--- src/design/assert_macros.svh ---
`ifndef ASSERT_MACROS_SVH
`define ASSERT_MACROS_SVH

`ifndef ASSERT_OFF

// Check a property on every rising edge, disabled while reset is asserted.
`define ASSERT_CLK(lbl, clk, rst_n, prop) \
  lbl: assert property (@(posedge clk) disable iff (!rst_n) (prop)) \
    else $error("assertion failed");

// Check a property on every rising edge, reset included.
`define ASSERT_ALWAYS(lbl, clk, prop) \
  lbl: assert property (@(posedge clk) (prop)) \
    else $error("assertion failed");

`else

`define ASSERT_CLK(lbl, clk, rst_n, prop)
`define ASSERT_ALWAYS(lbl, clk, prop)

`endif

`endif

--- src/design/sbcc_pkg.sv ---
package sbcc_pkg;

  localparam int unsigned COORD_W    = 10;
  localparam int unsigned DIM_W      = 7;
  localparam int unsigned COLOR_W    = 16;
  localparam int unsigned COUNT_W    = 6;
  localparam int unsigned SX_W       = 11;
  localparam int unsigned X_W        = 9;
  localparam int unsigned Y_W        = 8;
  localparam int unsigned OFFSET_W   = 18;
  localparam int unsigned IN_DATA_W  = 16;
  localparam int unsigned OUT_DATA_W = 56;
  localparam int unsigned CFG_IDX_W  = 3;
  localparam int unsigned CFG_DATA_W = 16;

  localparam logic [CFG_IDX_W-1:0] REG_ANCHOR_X      = 3'd0;
  localparam logic [CFG_IDX_W-1:0] REG_ANCHOR_Y      = 3'd1;
  localparam logic [CFG_IDX_W-1:0] REG_SPRITE_WIDTH  = 3'd2;
  localparam logic [CFG_IDX_W-1:0] REG_SPRITE_HEIGHT = 3'd3;
  localparam logic [CFG_IDX_W-1:0] REG_TRANSP_COLOR  = 3'd4;

  typedef struct packed {
    logic [COORD_W-1:0] anchor_x;
    logic [COORD_W-1:0] anchor_y;
    logic [DIM_W-1:0]   sprite_width;
    logic [DIM_W-1:0]   sprite_height;
    logic [COLOR_W-1:0] transparent_color;
  } sbcc_cfg_t;

  typedef struct packed {
    logic [COLOR_W-1:0] color;
    logic [COUNT_W-1:0] col;
    logic [COUNT_W-1:0] row;
  } sbcc_pix_t;

  // Packed so that write_x lands in the lowest bits.
  typedef struct packed {
    logic [COLOR_W-1:0]  color;
    logic [OFFSET_W-1:0] offset;
    logic [Y_W-1:0]      y;
    logic [X_W-1:0]      x;
  } sbcc_wr_t;

endpackage

--- src/design/sprite_blit_colorkey_clip.sv ---
// Channel  | Direction | Contents (low bit up)
// in_*     | slave     | tdata[15:0] pixel_color
// out_*    | master    | tdata: write_x, write_y, byte_offset, write_color, zero pad
// cfg_*    | write     | cfg_index selects register, cfg_wdata carries value
//
// One word per cycle on the input while in_tready is high; a result passes
// through the input register and then the result register.
// Synchronous active-low reset clears counters and valid flags and resets config registers.
// A stalled result holds; the input register empties whenever its word is
// dropped or the result register is free or being taken.
`include "assert_macros.svh"

module sprite_blit_colorkey_clip #(
  parameter int unsigned SCREEN_WIDTH   = 320,
  parameter int unsigned SCREEN_HEIGHT  = 240,
  parameter int unsigned MAX_SPRITE_DIM = 64
) (
  input  logic                              clk,
  input  logic                              rst_n,
  input  logic                              in_tvalid,
  output logic                              in_tready,
  input  logic [sbcc_pkg::IN_DATA_W-1:0]    in_tdata,   // [15:0] pixel_color
  output logic                              out_tvalid,
  input  logic                              out_tready,
  // [8:0] write_x, [16:9] write_y, [34:17] byte_offset, [50:35] write_color
  output logic [sbcc_pkg::OUT_DATA_W-1:0]   out_tdata,
  input  logic                              cfg_we,
  input  logic [sbcc_pkg::CFG_IDX_W-1:0]    cfg_index,
  input  logic [sbcc_pkg::CFG_DATA_W-1:0]   cfg_wdata
);

  localparam int unsigned WR_W = $bits(sbcc_pkg::sbcc_wr_t);

  sbcc_pkg::sbcc_cfg_t          cfg;
  logic [sbcc_pkg::COUNT_W-1:0] col, row;
  logic                         in_acc;
  logic                         hit;
  logic                         out_free;
  logic                         s1_go;
  sbcc_pkg::sbcc_wr_t           wr;

  logic                s1_valid_r, s1_valid_nxt;
  sbcc_pkg::sbcc_pix_t s1_pix_r, s1_pix_nxt;
  logic                out_valid_r, out_valid_nxt;
  sbcc_pkg::sbcc_wr_t  out_wr_r, out_wr_nxt;

  sbcc_cfg_regs u_cfg (
    .clk       (clk),
    .rst_n     (rst_n),
    .cfg_we    (cfg_we),
    .cfg_index (cfg_index),
    .cfg_wdata (cfg_wdata),
    .cfg       (cfg)
  );

  sbcc_pos_counter #(
    .MAX_SPRITE_DIM (MAX_SPRITE_DIM)
  ) u_pos (
    .clk           (clk),
    .rst_n         (rst_n),
    .adv           (in_acc),
    .sprite_width  (cfg.sprite_width),
    .sprite_height (cfg.sprite_height),
    .col           (col),
    .row           (row)
  );

  sbcc_clip_key #(
    .SCREEN_WIDTH  (SCREEN_WIDTH),
    .SCREEN_HEIGHT (SCREEN_HEIGHT)
  ) u_clip (
    .pix (s1_pix_r),
    .cfg (cfg),
    .hit (hit),
    .wr  (wr)
  );

  assign out_free  = !out_valid_r || out_tready;
  assign s1_go     = s1_valid_r && (!hit || out_free);
  assign in_tready = !s1_valid_r || s1_go;
  assign in_acc    = in_tvalid && in_tready;

  always_comb begin
    s1_valid_nxt = s1_valid_r;
    s1_pix_nxt   = s1_pix_r;
    if (in_acc) begin
      s1_valid_nxt     = 1'b1;
      s1_pix_nxt.color = in_tdata;
      s1_pix_nxt.col   = col;
      s1_pix_nxt.row   = row;
    end else if (s1_go) begin
      s1_valid_nxt = 1'b0;
    end
  end

  always_comb begin
    out_valid_nxt = out_valid_r;
    out_wr_nxt    = out_wr_r;
    if (s1_go && hit) begin
      out_valid_nxt = 1'b1;
      out_wr_nxt    = wr;
    end else if (out_tready) begin
      out_valid_nxt = 1'b0;
    end
  end

  always_ff @(posedge clk) begin
    if (!rst_n) begin
      s1_valid_r  <= 1'b0;
      out_valid_r <= 1'b0;
    end else begin
      s1_valid_r  <= s1_valid_nxt;
      out_valid_r <= out_valid_nxt;
    end
  end

  always_ff @(posedge clk) begin
    s1_pix_r <= s1_pix_nxt;
    out_wr_r <= out_wr_nxt;
  end

  assign out_tvalid = out_valid_r;
  assign out_tdata  = {(sbcc_pkg::OUT_DATA_W - WR_W)'(0), out_wr_r};

  `ASSERT_CLK(a_accept_fills_stage, clk, rst_n, in_acc |=> s1_valid_r)
  `ASSERT_CLK(a_offset_matches_xy, clk, rst_n,
              out_valid_r |-> out_wr_r.offset == {out_wr_r.y, out_wr_r.x, 1'b0})
  `ASSERT_CLK(a_hit_loads_result, clk, rst_n, s1_go && hit |=> out_valid_r)

endmodule

--- src/design/sbcc_cfg_regs.sv ---
module sbcc_cfg_regs (
  input  logic                             clk,
  input  logic                             rst_n,
  input  logic                             cfg_we,
  input  logic [sbcc_pkg::CFG_IDX_W-1:0]   cfg_index,
  input  logic [sbcc_pkg::CFG_DATA_W-1:0]  cfg_wdata,
  output sbcc_pkg::sbcc_cfg_t              cfg
);

  sbcc_pkg::sbcc_cfg_t cfg_r;
  sbcc_pkg::sbcc_cfg_t cfg_nxt;

  always_comb begin
    cfg_nxt = cfg_r;
    if (cfg_we) begin
      unique case (cfg_index)
        sbcc_pkg::REG_ANCHOR_X:      cfg_nxt.anchor_x = cfg_wdata[sbcc_pkg::COORD_W-1:0];
        sbcc_pkg::REG_ANCHOR_Y:      cfg_nxt.anchor_y = cfg_wdata[sbcc_pkg::COORD_W-1:0];
        sbcc_pkg::REG_SPRITE_WIDTH:  cfg_nxt.sprite_width = cfg_wdata[sbcc_pkg::DIM_W-1:0];
        sbcc_pkg::REG_SPRITE_HEIGHT: cfg_nxt.sprite_height = cfg_wdata[sbcc_pkg::DIM_W-1:0];
        sbcc_pkg::REG_TRANSP_COLOR:  cfg_nxt.transparent_color = cfg_wdata;
        default: ;
      endcase
    end
  end

  always_ff @(posedge clk) begin
    if (!rst_n) begin
      cfg_r.anchor_x          <= '0;
      cfg_r.anchor_y          <= '0;
      cfg_r.sprite_width      <= sbcc_pkg::DIM_W'(1);
      cfg_r.sprite_height     <= sbcc_pkg::DIM_W'(1);
      cfg_r.transparent_color <= '0;
    end else begin
      cfg_r <= cfg_nxt;
    end
  end

  assign cfg = cfg_r;

endmodule

--- src/design/sbcc_pos_counter.sv ---
`include "assert_macros.svh"

module sbcc_pos_counter #(
  parameter int unsigned MAX_SPRITE_DIM = 64
) (
  input  logic                           clk,
  input  logic                           rst_n,
  input  logic                           adv,
  input  logic [sbcc_pkg::DIM_W-1:0]     sprite_width,
  input  logic [sbcc_pkg::DIM_W-1:0]     sprite_height,
  output logic [sbcc_pkg::COUNT_W-1:0]   col,
  output logic [sbcc_pkg::COUNT_W-1:0]   row
);

  localparam logic [sbcc_pkg::DIM_W-1:0] MAX_DIM = sbcc_pkg::DIM_W'(MAX_SPRITE_DIM);

  function automatic logic [sbcc_pkg::DIM_W-1:0] eff_dim(input logic [sbcc_pkg::DIM_W-1:0] d);
    logic [sbcc_pkg::DIM_W-1:0] r;
    if (d == '0) begin
      r = sbcc_pkg::DIM_W'(1);
    end else if (d > MAX_DIM) begin
      r = MAX_DIM;
    end else begin
      r = d;
    end
    return r;
  endfunction

  logic [sbcc_pkg::COUNT_W-1:0] col_r, col_nxt;
  logic [sbcc_pkg::COUNT_W-1:0] row_r, row_nxt;
  logic [sbcc_pkg::DIM_W-1:0]   col_inc, row_inc;
  logic                         col_wrap, row_wrap;

  assign col_inc  = {1'b0, col_r} + sbcc_pkg::DIM_W'(1);
  assign row_inc  = {1'b0, row_r} + sbcc_pkg::DIM_W'(1);
  assign col_wrap = col_inc >= eff_dim(sprite_width);
  assign row_wrap = row_inc >= eff_dim(sprite_height);

  always_comb begin
    col_nxt = col_r;
    row_nxt = row_r;
    if (adv) begin
      if (col_wrap) begin
        col_nxt = '0;
        row_nxt = row_wrap ? '0 : row_inc[sbcc_pkg::COUNT_W-1:0];
      end else begin
        col_nxt = col_inc[sbcc_pkg::COUNT_W-1:0];
      end
    end
  end

  always_ff @(posedge clk) begin
    if (!rst_n) begin
      col_r <= '0;
      row_r <= '0;
    end else begin
      col_r <= col_nxt;
      row_r <= row_nxt;
    end
  end

  assign col = col_r;
  assign row = row_r;

  `ASSERT_CLK(a_col_wrap_clears, clk, rst_n, adv && col_wrap |=> col_r == '0)
  `ASSERT_CLK(a_row_holds_mid_row, clk, rst_n, adv && !col_wrap |=> row_r == $past(row_r))

endmodule

--- src/design/sbcc_clip_key.sv ---
module sbcc_clip_key #(
  parameter int unsigned SCREEN_WIDTH  = 320,
  parameter int unsigned SCREEN_HEIGHT = 240
) (
  input  sbcc_pkg::sbcc_pix_t pix,
  input  sbcc_pkg::sbcc_cfg_t cfg,
  output logic                hit,
  output sbcc_pkg::sbcc_wr_t  wr
);

  localparam logic [sbcc_pkg::SX_W-1:0] SCR_W = sbcc_pkg::SX_W'(SCREEN_WIDTH);
  localparam logic [sbcc_pkg::SX_W-1:0] SCR_H = sbcc_pkg::SX_W'(SCREEN_HEIGHT);

  logic [sbcc_pkg::SX_W-1:0] sx, sy;

  assign sx = {1'b0, cfg.anchor_x} + sbcc_pkg::SX_W'(pix.col);
  assign sy = {1'b0, cfg.anchor_y} + sbcc_pkg::SX_W'(pix.row);

  assign hit = (sx < SCR_W) && (sy < SCR_H) && (pix.color != cfg.transparent_color);

  assign wr.x      = sx[sbcc_pkg::X_W-1:0];
  assign wr.y      = sy[sbcc_pkg::Y_W-1:0];
  assign wr.offset = {sy[sbcc_pkg::Y_W-1:0], sx[sbcc_pkg::X_W-1:0], 1'b0};
  assign wr.color  = pix.color;

endmodule
--- config.mk ---
export PLATFORM = sky130hd
export DESIGN_NAME = sprite_blit_colorkey_clip
export DESIGN_NICKNAME = d
export VERILOG_FILES = /design/src/design/sbcc_pkg.sv /design/src/design/sprite_blit_colorkey_clip.sv /design/src/design/sbcc_cfg_regs.sv /design/src/design/sbcc_pos_counter.sv /design/src/design/sbcc_clip_key.sv
export VERILOG_INCLUDE_DIRS = /design/src /design/src/design
export SDC_FILE = /design/constraint.sdc
export NUM_CORES = 1
export LEC_CHECK = 0
export BUFFER_PORTS_ARGS = -buffer_cell sky130_fd_sc_hd__buf_2
export CAP_MARGIN = 40
export CELL_PAD_IN_SITES_DETAIL_PLACEMENT = 2
export CELL_PAD_IN_SITES_GLOBAL_PLACEMENT = 2
export CORE_MARGIN = 2
export CORE_UTILIZATION = 39
export DETAILED_ROUTE_END_ITERATION = 10
export PLACE_DENSITY = 0.84
export SYNTH_ARGS = -nofsm -noshare
export SYNTH_HDL_FRONTEND = slang
export SYNTH_SLANG_ARGS = --single-unit
--- constraint.sdc ---
create_clock -name clk -period 8.5 [get_ports clk]
set_input_delay 1.275 -clock clk [delete_from_list [all_inputs] [get_ports clk]]
set_output_delay 1.275 -clock clk [all_outputs]
set_load 0.01 [all_outputs]
==> results of run 1 <==
## power by group
| group | internal (mW) | leakage [nW] | switching (mW) |
|---|---|---|---|
| clock network | 0.455 | 0.280 | 0.280 |
| logic | 0.0443 | 1.35 | 0.0758 |
| registers | 0.656 | 1.11 | 0.0140 |
## sequential cells by signal, summed over array words and instances (netlist names)
signal      count
u_pos.col       6
s1_pix_r       28
u_cfg.cfg      50
out_tdata      33
u_pos.row       6
s1_valid_r      1
out_tvalid      1
## worst min path at each step
stage	to	cells past startpoint	slack, ns
finish	out_tdata[42]$_DFFE_PP_	0	0.47
global route	out_tdata[44]$_DFFE_PP_	0	0.50
CTS	out_tdata[42]$_DFFE_PP_	0	0.47
detailed placement	out_tdata[42]$_DFFE_PP_	0	0.46
global placement	out_tdata[42]$_DFFE_PP_	0	0.45
floorplan	u_cfg.cfg[16]$_SDFFE_PN1P_	2	0.44
## cells in the final DEF, fill, tap and decap left out, types with 9 or more instances in the layout
master and count:
ha_1 28, nand3_1 20, xnor2_1 29, edfxtp_1 61
nand2_1 117, nor2_1 23, dfxtp_1 64, a21o_1 9
a21boi_0 42, clkbuf_16 17, nor2b_1 9, a21oi_1 16
o21ai_0 10, inv_1 13, buf_2 91
## logic make-up (layout without fill, tap and decap cells)
family,count (synthesis),count (layout),synth area share
buf+inv,54,140,0.0513
xor+xnor,37,37,0.0551
flops,125,125,0.529
mux,9,9,0.0155
other cells,1,6,0.000637
fa+ha+maj,30,30,0.0664
compound gates,106,106,0.133
simple gates,198,198,0.149
## cell type report
| cell class | instances | area (um^2) |
|---|---|---|
| clock buffer | 23 | 478 |
| clock inverter | 9 | 110 |
| fill | 1502 | 7660 |
| inverter | 13 | 48.8 |
| multi-input combinational | 386 | 2490 |
| sequential | 125 | 3110 |
| tap | 184 | 230 |
| timing repair buffer | 95 | 505 |
## metal layers
metal,share of wire,wire length [um],GRT usage,vias up
met2,0.53,9660,0.432,95
met3,0.022,406,0.0358,27
met1,0.42,7750,0.277,2313
met4,0.023,414,0.0873,0
li1,-,-,-,2080
met5,0,0,0,-
==> flow_metrics.py, run 1 <==
metrics = {
    "die": {
        "die_area_um2": 16100,
        "die_w_um": 127,
        "io_pins": 98,
        "die_h_um": 127,
        "start_util": 0.402,
        "row_count": 44,
        "core_um2": 14600,
    },
    "worst_setup_path": {
        "cp-start-kind": "register",
        "slowest_delay_ns": 0.43,
        "path_common_cell": "nor2_1",
        "critPathCaptureType": "output port",
        "crit_chain": "ha_1 -> fa_1 -> a21o_1 -> a221oi_4 -> nor2_1 -> a211oi_2 -> o2111ai_2 -> nor2_1 -> inv_1 -> buf_2",
        "startpoint": "s1_pix_r[6]$_DFFE_PP_",
        "path_buf_inv": 2,
        "cp_data_arrival_time_ns": 3.34,
        "reg2reg_from": "s1_pix_r[6]$_DFFE_PP_",
        "crit_path_end": "in_tready",
        "r2r_slack_ns": 4.63,
        "critPathSlowestCell": "fa_1",
        "crit_cells": 10,
        "timing.setup.critical_path_class": "reg2out",
        "cp_top_family": "compound AO/OA/AOI/OAI gates",
        "critPathMaxFanout": 5,
        "regToRegEndpoint": "s1_pix_r[17]$_DFFE_PP_",
        "worst_r2r_path_depth": 10,
        "cp.required_ns": 7.22,
    },
    "clock_network": {
        "cts_made_buffers": 17,
        "clk_pin_slew_ns": 0.06,
        "insertion_delay_ns": 0.43,
        "clock-root-buffer": "clkbuf_16",
        "post_cts_buffers": 0,
        "clockBufferDepth": 2,
        "cts_tree": "yes",
        "ctsHtreeMaxLevel": 4,
        "cts_hold_buf": 0,
        "numClockSinks": 125,
        "cts_resized": 0,
    },
    "cells_and_area": {
        "area_delta_synth_final_pct": 18.6,
        "fin_util": 0.477,
        "drive_gt1_frac": 0.210,
        "finalNetCount": 708,
        "post_layout_nonfiller_instances": 835,
        "stdcell_area_um2": 6980,
        "antenna_cells": 0,
    },
    "sta": {
        "hold_ws_ns": 0.473,
        "fin_tns_setup_ns": 0,
        "fmax_ghz": 0.217,
        "fin_worst_skew_ns": 0.0141,
        "min_period_ns": 4.62,
        "worst_slew_pin_slew_ns": 0.744,
        "period_share": 0.543,
        "grt_setup_unrepaired": "false",
        "slew_headroom": 0.504,
        "finalHoldViolCount": 0,
        "finalWorstSetupSlack_ns": 3.88,
        "setup_viol": 0,
        "finalMaxSlewViolations": 0,
    },
    "power": {
        "cellLeakagePower_nw": 2.74,
        "power_density_nw_per_um2": 219,
        "fin_total_pwr_mw": 1.53,
        "ir_drop_mv": 0.140,
    },
    "synthesis": {
        "synthArstFlopShare": 0,
        "synth_top_area_frac": 0.311,
        "ys_seq_area_frac": 0.529,
        "synth.avg_cell_area_um2": 10.5,
        "synth_top_area_cell": "edfxtp_1",
        "yosys_warnings": 0,
        "netlist_area_um2": 5880,
        "synth_cells": 560,
        "yosys.cell_count.top_type": "nand2_1",
        "synth_seq_cells": 125,
        "synth_cell_types": 51,
        "yosys-top-cells-area": "edfxtp_1 31%, dfxtp_1 22%, nand2_1 7.5%",
        "synthTopCellsByCount": "117 x nand2_1, 64 x dfxtp_1, 61 x edfxtp_1, 42 x a21boi_0, 29 x xnor2_1",
        "synth_enable_flop_cells": 61,
        "synth-main-ff-cell": "dfxtp_1",
    },
    "routing": {
        "routed_wl_um": 18200,
        "ant_nets": 0,
        "drc": 0,
        "drt_iter0_markers": 304,
        "vias": 4515,
        "vias_per_cell": 5.41,
        "drt_pass1_iterations": 6,
        "wl_per_cell_um": 21.8,
    },
    "placement": {
        "place_ws_ns": 4.41,
        "gp_congestion": 0.777,
        "portBuffers": 91,
        "dpl.hpwl_um": 12100,
        "place_inst": 803,
        "place_area_um2": 6390,
    },
    "grt": {
        "grt_max_degree": 77,
        "antenna_found_initial": 0,
        "grtUsageTotal": 0.235,
        "overflow": 0,
        "grt_pass1_wl_um": 28800,
        "grt_pass1_vias": 5030,
    },
    "run": {
        "drv_cap": 0,
    },
    "hold_path": {
        "hp-start": "s1_pix_r[19]$_DFFE_PP_",
        "hp-class": "reg2reg",
    },
    "status": {
        "outcome": "finished clean",
    },
}
(Power assumes the default switching activity.)
==> run 2: changes to the inputs <==
--- a/config.mk
+++ b/config.mk
@@ -6,14 +6,15 @@
 export SDC_FILE = /design/constraint.sdc
 export NUM_CORES = 1
 export LEC_CHECK = 0
+export ABC_AREA = 1
 export BUFFER_PORTS_ARGS = -buffer_cell sky130_fd_sc_hd__buf_2
 export CAP_MARGIN = 40
 export CELL_PAD_IN_SITES_DETAIL_PLACEMENT = 2
 export CELL_PAD_IN_SITES_GLOBAL_PLACEMENT = 2
 export CORE_MARGIN = 2
-export CORE_UTILIZATION = 39
+export CORE_UTILIZATION = 34
 export DETAILED_ROUTE_END_ITERATION = 10
-export PLACE_DENSITY = 0.84
+export PLACE_DENSITY = 0.79
 export SYNTH_ARGS = -nofsm -noshare
 export SYNTH_HDL_FRONTEND = slang
 export SYNTH_SLANG_ARGS = --single-unit
==> constraint.sdc (replaced) <==
create_clock -name clk -period 4.5 [get_ports clk]
set_input_delay 0.675 -clock clk [delete_from_list [all_inputs] [get_ports clk]]
set_output_delay 0.675 -clock clk [all_outputs]
set_load 0.01 [all_outputs]
==> run 2 against run 1 <==
Against the previous run: final cell count increased by 23%; area after synthesis increased by 2.5%; clock power increased by 84%; synthesized cell count increased by 26%; hold slack got worse by 0.051 ns; critical path depth increased by 4; non-clock buffer count unchanged; setup slack got worse by 2.8 ns; highest routed layer unchanged; largest power group unchanged; sequential cell count unchanged; clock-buffer cell count decreased by 6.
==> flow_metrics.py, run 2 <==
metrics = {
    "sta": {
        "setup_viol": 0,
        "finalMaxSlewViolations": 0,
        "fin_worst_skew_ns": 0.0112,
        "hold_ws_ns": 0.422,
        "min_period_ns": 3.42,
        "period_share": 0.761,
        "finalWorstSetupSlack_ns": 1.08,
        "fmax_ghz": 0.292,
        "fin_tns_setup_ns": 0,
        "finalHoldViolCount": 0,
        "worst_slew_pin_slew_ns": 0.821,
        "slew_headroom": 0.449,
        "grt_setup_unrepaired": "false",
    },
    "die": {
        "io_pins": 98,
        "core_um2": 17300,
        "row_count": 48,
        "die_area_um2": 18800,
        "die_w_um": 137,
        "die_h_um": 137,
        "start_util": 0.349,
    },
    "hold_path": {
        "hp-class": "in2reg",
        "whs_endpoint": "s1_pix_r[17]$_DFFE_PP_",
        "min_path_cells": 1,
        "hp-start": "in_tdata[5]",
    },
    "clock_network": {
        "cts_tree": "yes",
        "numClockSinks": 125,
        "cts_hold_buf": 0,
        "clockBufferDepth": 2,
        "insertion_delay_ns": 0.43,
        "clk_pin_slew_ns": 0.06,
        "post_cts_buffers": 0,
        "clock-root-buffer": "clkbuf_16",
        "cts_resized": 0,
        "ctsHtreeMaxLevel": 4,
        "cts_made_buffers": 17,
    },
    "placement": {
        "portBuffers": 91,
        "dpl.hpwl_um": 13700,
        "place_ws_ns": 1.33,
        "place_area_um2": 6640,
        "gp_congestion": 0.843,
    },
    "worst_setup_path": {
        "critPathCaptureType": "output port",
        "r2r_slack_ns": 1.30,
        "worst_r2r_path_depth": 16,
        "cp_data_arrival_time_ns": 2.75,
        "reg2reg_from": "u_cfg.cfg[30]$_SDFFE_PN0P_",
        "cp-start-kind": "register",
        "cp.required_ns": 3.83,
        "regToRegEndpoint": "s1_pix_r[15]$_DFFE_PP_",
        "critPathMaxFanout": 5,
        "timing.setup.critical_path_class": "reg2out",
    },
    "synthesis": {
        "synth_seq_cells": 125,
        "synth_top_family_by_area": "simple AND/OR/NAND/NOR gates",
        "synth_compound_area_frac": 0.0803,
        "synth-simple-area-share": 0.218,
        "synthTopCellsByCount": "149 x nor2_1, 127 x nand2_1, 83 x inv_1, 64 x dfxtp_1, 61 x edfxtp_1",
        "synth_top_area_frac": 0.304,
        "synthArstFlopShare": 0,
        "yosys-top-cells-area": "edfxtp_1 30%, dfxtp_1 21%, nor2_1 9.3%",
        "synth.area.mux_share": 0,
        "synth.avg_cell_area_um2": 8.54,
        "synth_enable_flop_cells": 61,
        "yosys.cell_count.top_type": "nor2_1",
        "synth-main-ff-cell": "dfxtp_1",
        "ys_seq_area_frac": 0.516,
        "synth_cells": 706,
        "synthAdderAreaFrac": 0.0647,
        "synth_cell_types": 34,
        "yosys_warnings": 0,
        "netlist_area_um2": 6030,
        "synth_top_area_cell": "edfxtp_1",
        "synthXorXnorAreaFrac": 0.0286,
    },
    "power": {
        "ir_drop_mv": 0.265,
        "fin_total_pwr_mw": 3.12,
        "cellLeakagePower_nw": 3.38,
        "power_density_nw_per_um2": 432,
    },
    "cells_and_area": {
        "antenna_cells": 0,
        "area_delta_synth_final_pct": 19.6,
        "stdcell_area_um2": 7210,
        "finalNetCount": 859,
        "final_common_cell": "nor2_1",
        "final_cell_mix": "148 x nor2_1, 127 x nand2_1, 91 x buf_2",
        "drive_gt1_frac": 0.173,
        "largest_reg_flops": 50,
    },
    "grt": {
        "antenna_found_initial": 0,
        "grt_pass1_wl_um": 29400,
        "overflow": 0,
        "grt_pass1_vias": 5557,
        "grtUsageTotal": 0.208,
        "grt_max_degree": 38,
    },
    "routing": {
        "vias": 5033,
        "routed_wl_um": 18500,
        "drc": 0,
        "drt_iter0_markers": 228,
        "wl_per_cell_um": 18.0,
        "vias_per_cell": 4.90,
        "drt_pass1_iterations": 4,
        "ant_nets": 0,
    },
    "status": {
        "outcome": "finished clean",
    },
    "run": {
        "drv_cap": 0,
    },
}
-- run 2: cell types whose count changed after synthesis, sizes merged, moves of 9 or more --
cell / delta
nor2: +128
inv: +70
o21ai: +49
a21boi: -41
xnor2: -23
nand2: +11
nor2b: -9
-- run 2: per-layer routing --
layer  vias up  part of all wire  global-route usage
met1      2527              0.42               0.238
li1       2409                 -                   -
met4         0             0.016              0.0687
met2        76              0.54               0.387
met5         -                 0                   0
met3        21             0.026              0.0383
-- run 2: how the worst max path moves through the flow --
stage,startpoint,to,slack [ns],cells after the start
finish,u_cfg.cfg[30]$_SDFFE_PN0P_,in_tready,1.08,14
global route,u_cfg.cfg[30]$_SDFFE_PN0P_,in_tready,0.89,14
CTS,u_cfg.cfg[30]$_SDFFE_PN0P_,in_tready,1.05,14
detailed placement,s1_pix_r[0]$_DFFE_PP_,s1_pix_r[17]$_DFFE_PP_,1.33,16
global placement,u_cfg.cfg[30]$_SDFFE_PN0P_,s1_pix_r[17]$_DFFE_PP_,1.26,12
floorplan,u_cfg.cfg[30]$_SDFFE_PN0P_,out_tdata[0]$_DFFE_PP_,0.93,14
-- run 2: cell type report --
type                       count  area [um^2]
multi-input combinational    466         2390
clock inverter                15          148
inverter                      84          315
tap                          225          282
timing repair buffer          95          538
clock buffer                  17          425
sequential                   125         3110
fill                        1970        10100
-- run 2: cells by family (layout without fill, tap and decap cells) --
| kind of cell | count (synthesis) | after routing |
|---|---|---|
| xor gates and xnor gates | 18 | 18 |
| AOI/OAI and AO/OA | 91 | 91 |
| and+or+nand+nor | 321 | 321 |
| buffers and inverters | 120 | 211 |
| other | 1 | 6 |
| DFF | 125 | 125 |
| adders and majority gates | 30 | 30 |
-- run 2: where the power goes --
| group | internal (mW) | total [mW] | switching [mW] |
|---|---|---|---|
| Clock | 0.811 | 1.35 | 0.539 |
| Sequential | 1.28 | 1.34 | 0.0569 |
| Combinational | 0.155 | 0.430 | 0.275 |
| Total | 2.25 | 3.12 | 0.870 |
-- run 2: worst max-delay path, stage by stage (launching register included) --
cell and delay [ns]:
dfxtp_1 0.34, ha_1 0.23, inv_1 0.09, fa_1 0.42, inv_1 0.09, nand3_1 0.07, nand2_1 0.15, nand2_1 0.10
nand2_1 0.09, nand2_1 0.05, nand2_1 0.05, nand4_1 0.10, nor2_2 0.18, nand4_4 0.17, buf_2 0.21
-- run 2: stage by stage --
stage                     utilization  cells
after floorplan                     -    711
after global placement          0.380    992
after detailed placement        0.384    995
after CTS                       0.417   1027
after global routing            0.417   1027
final                           0.417   1027
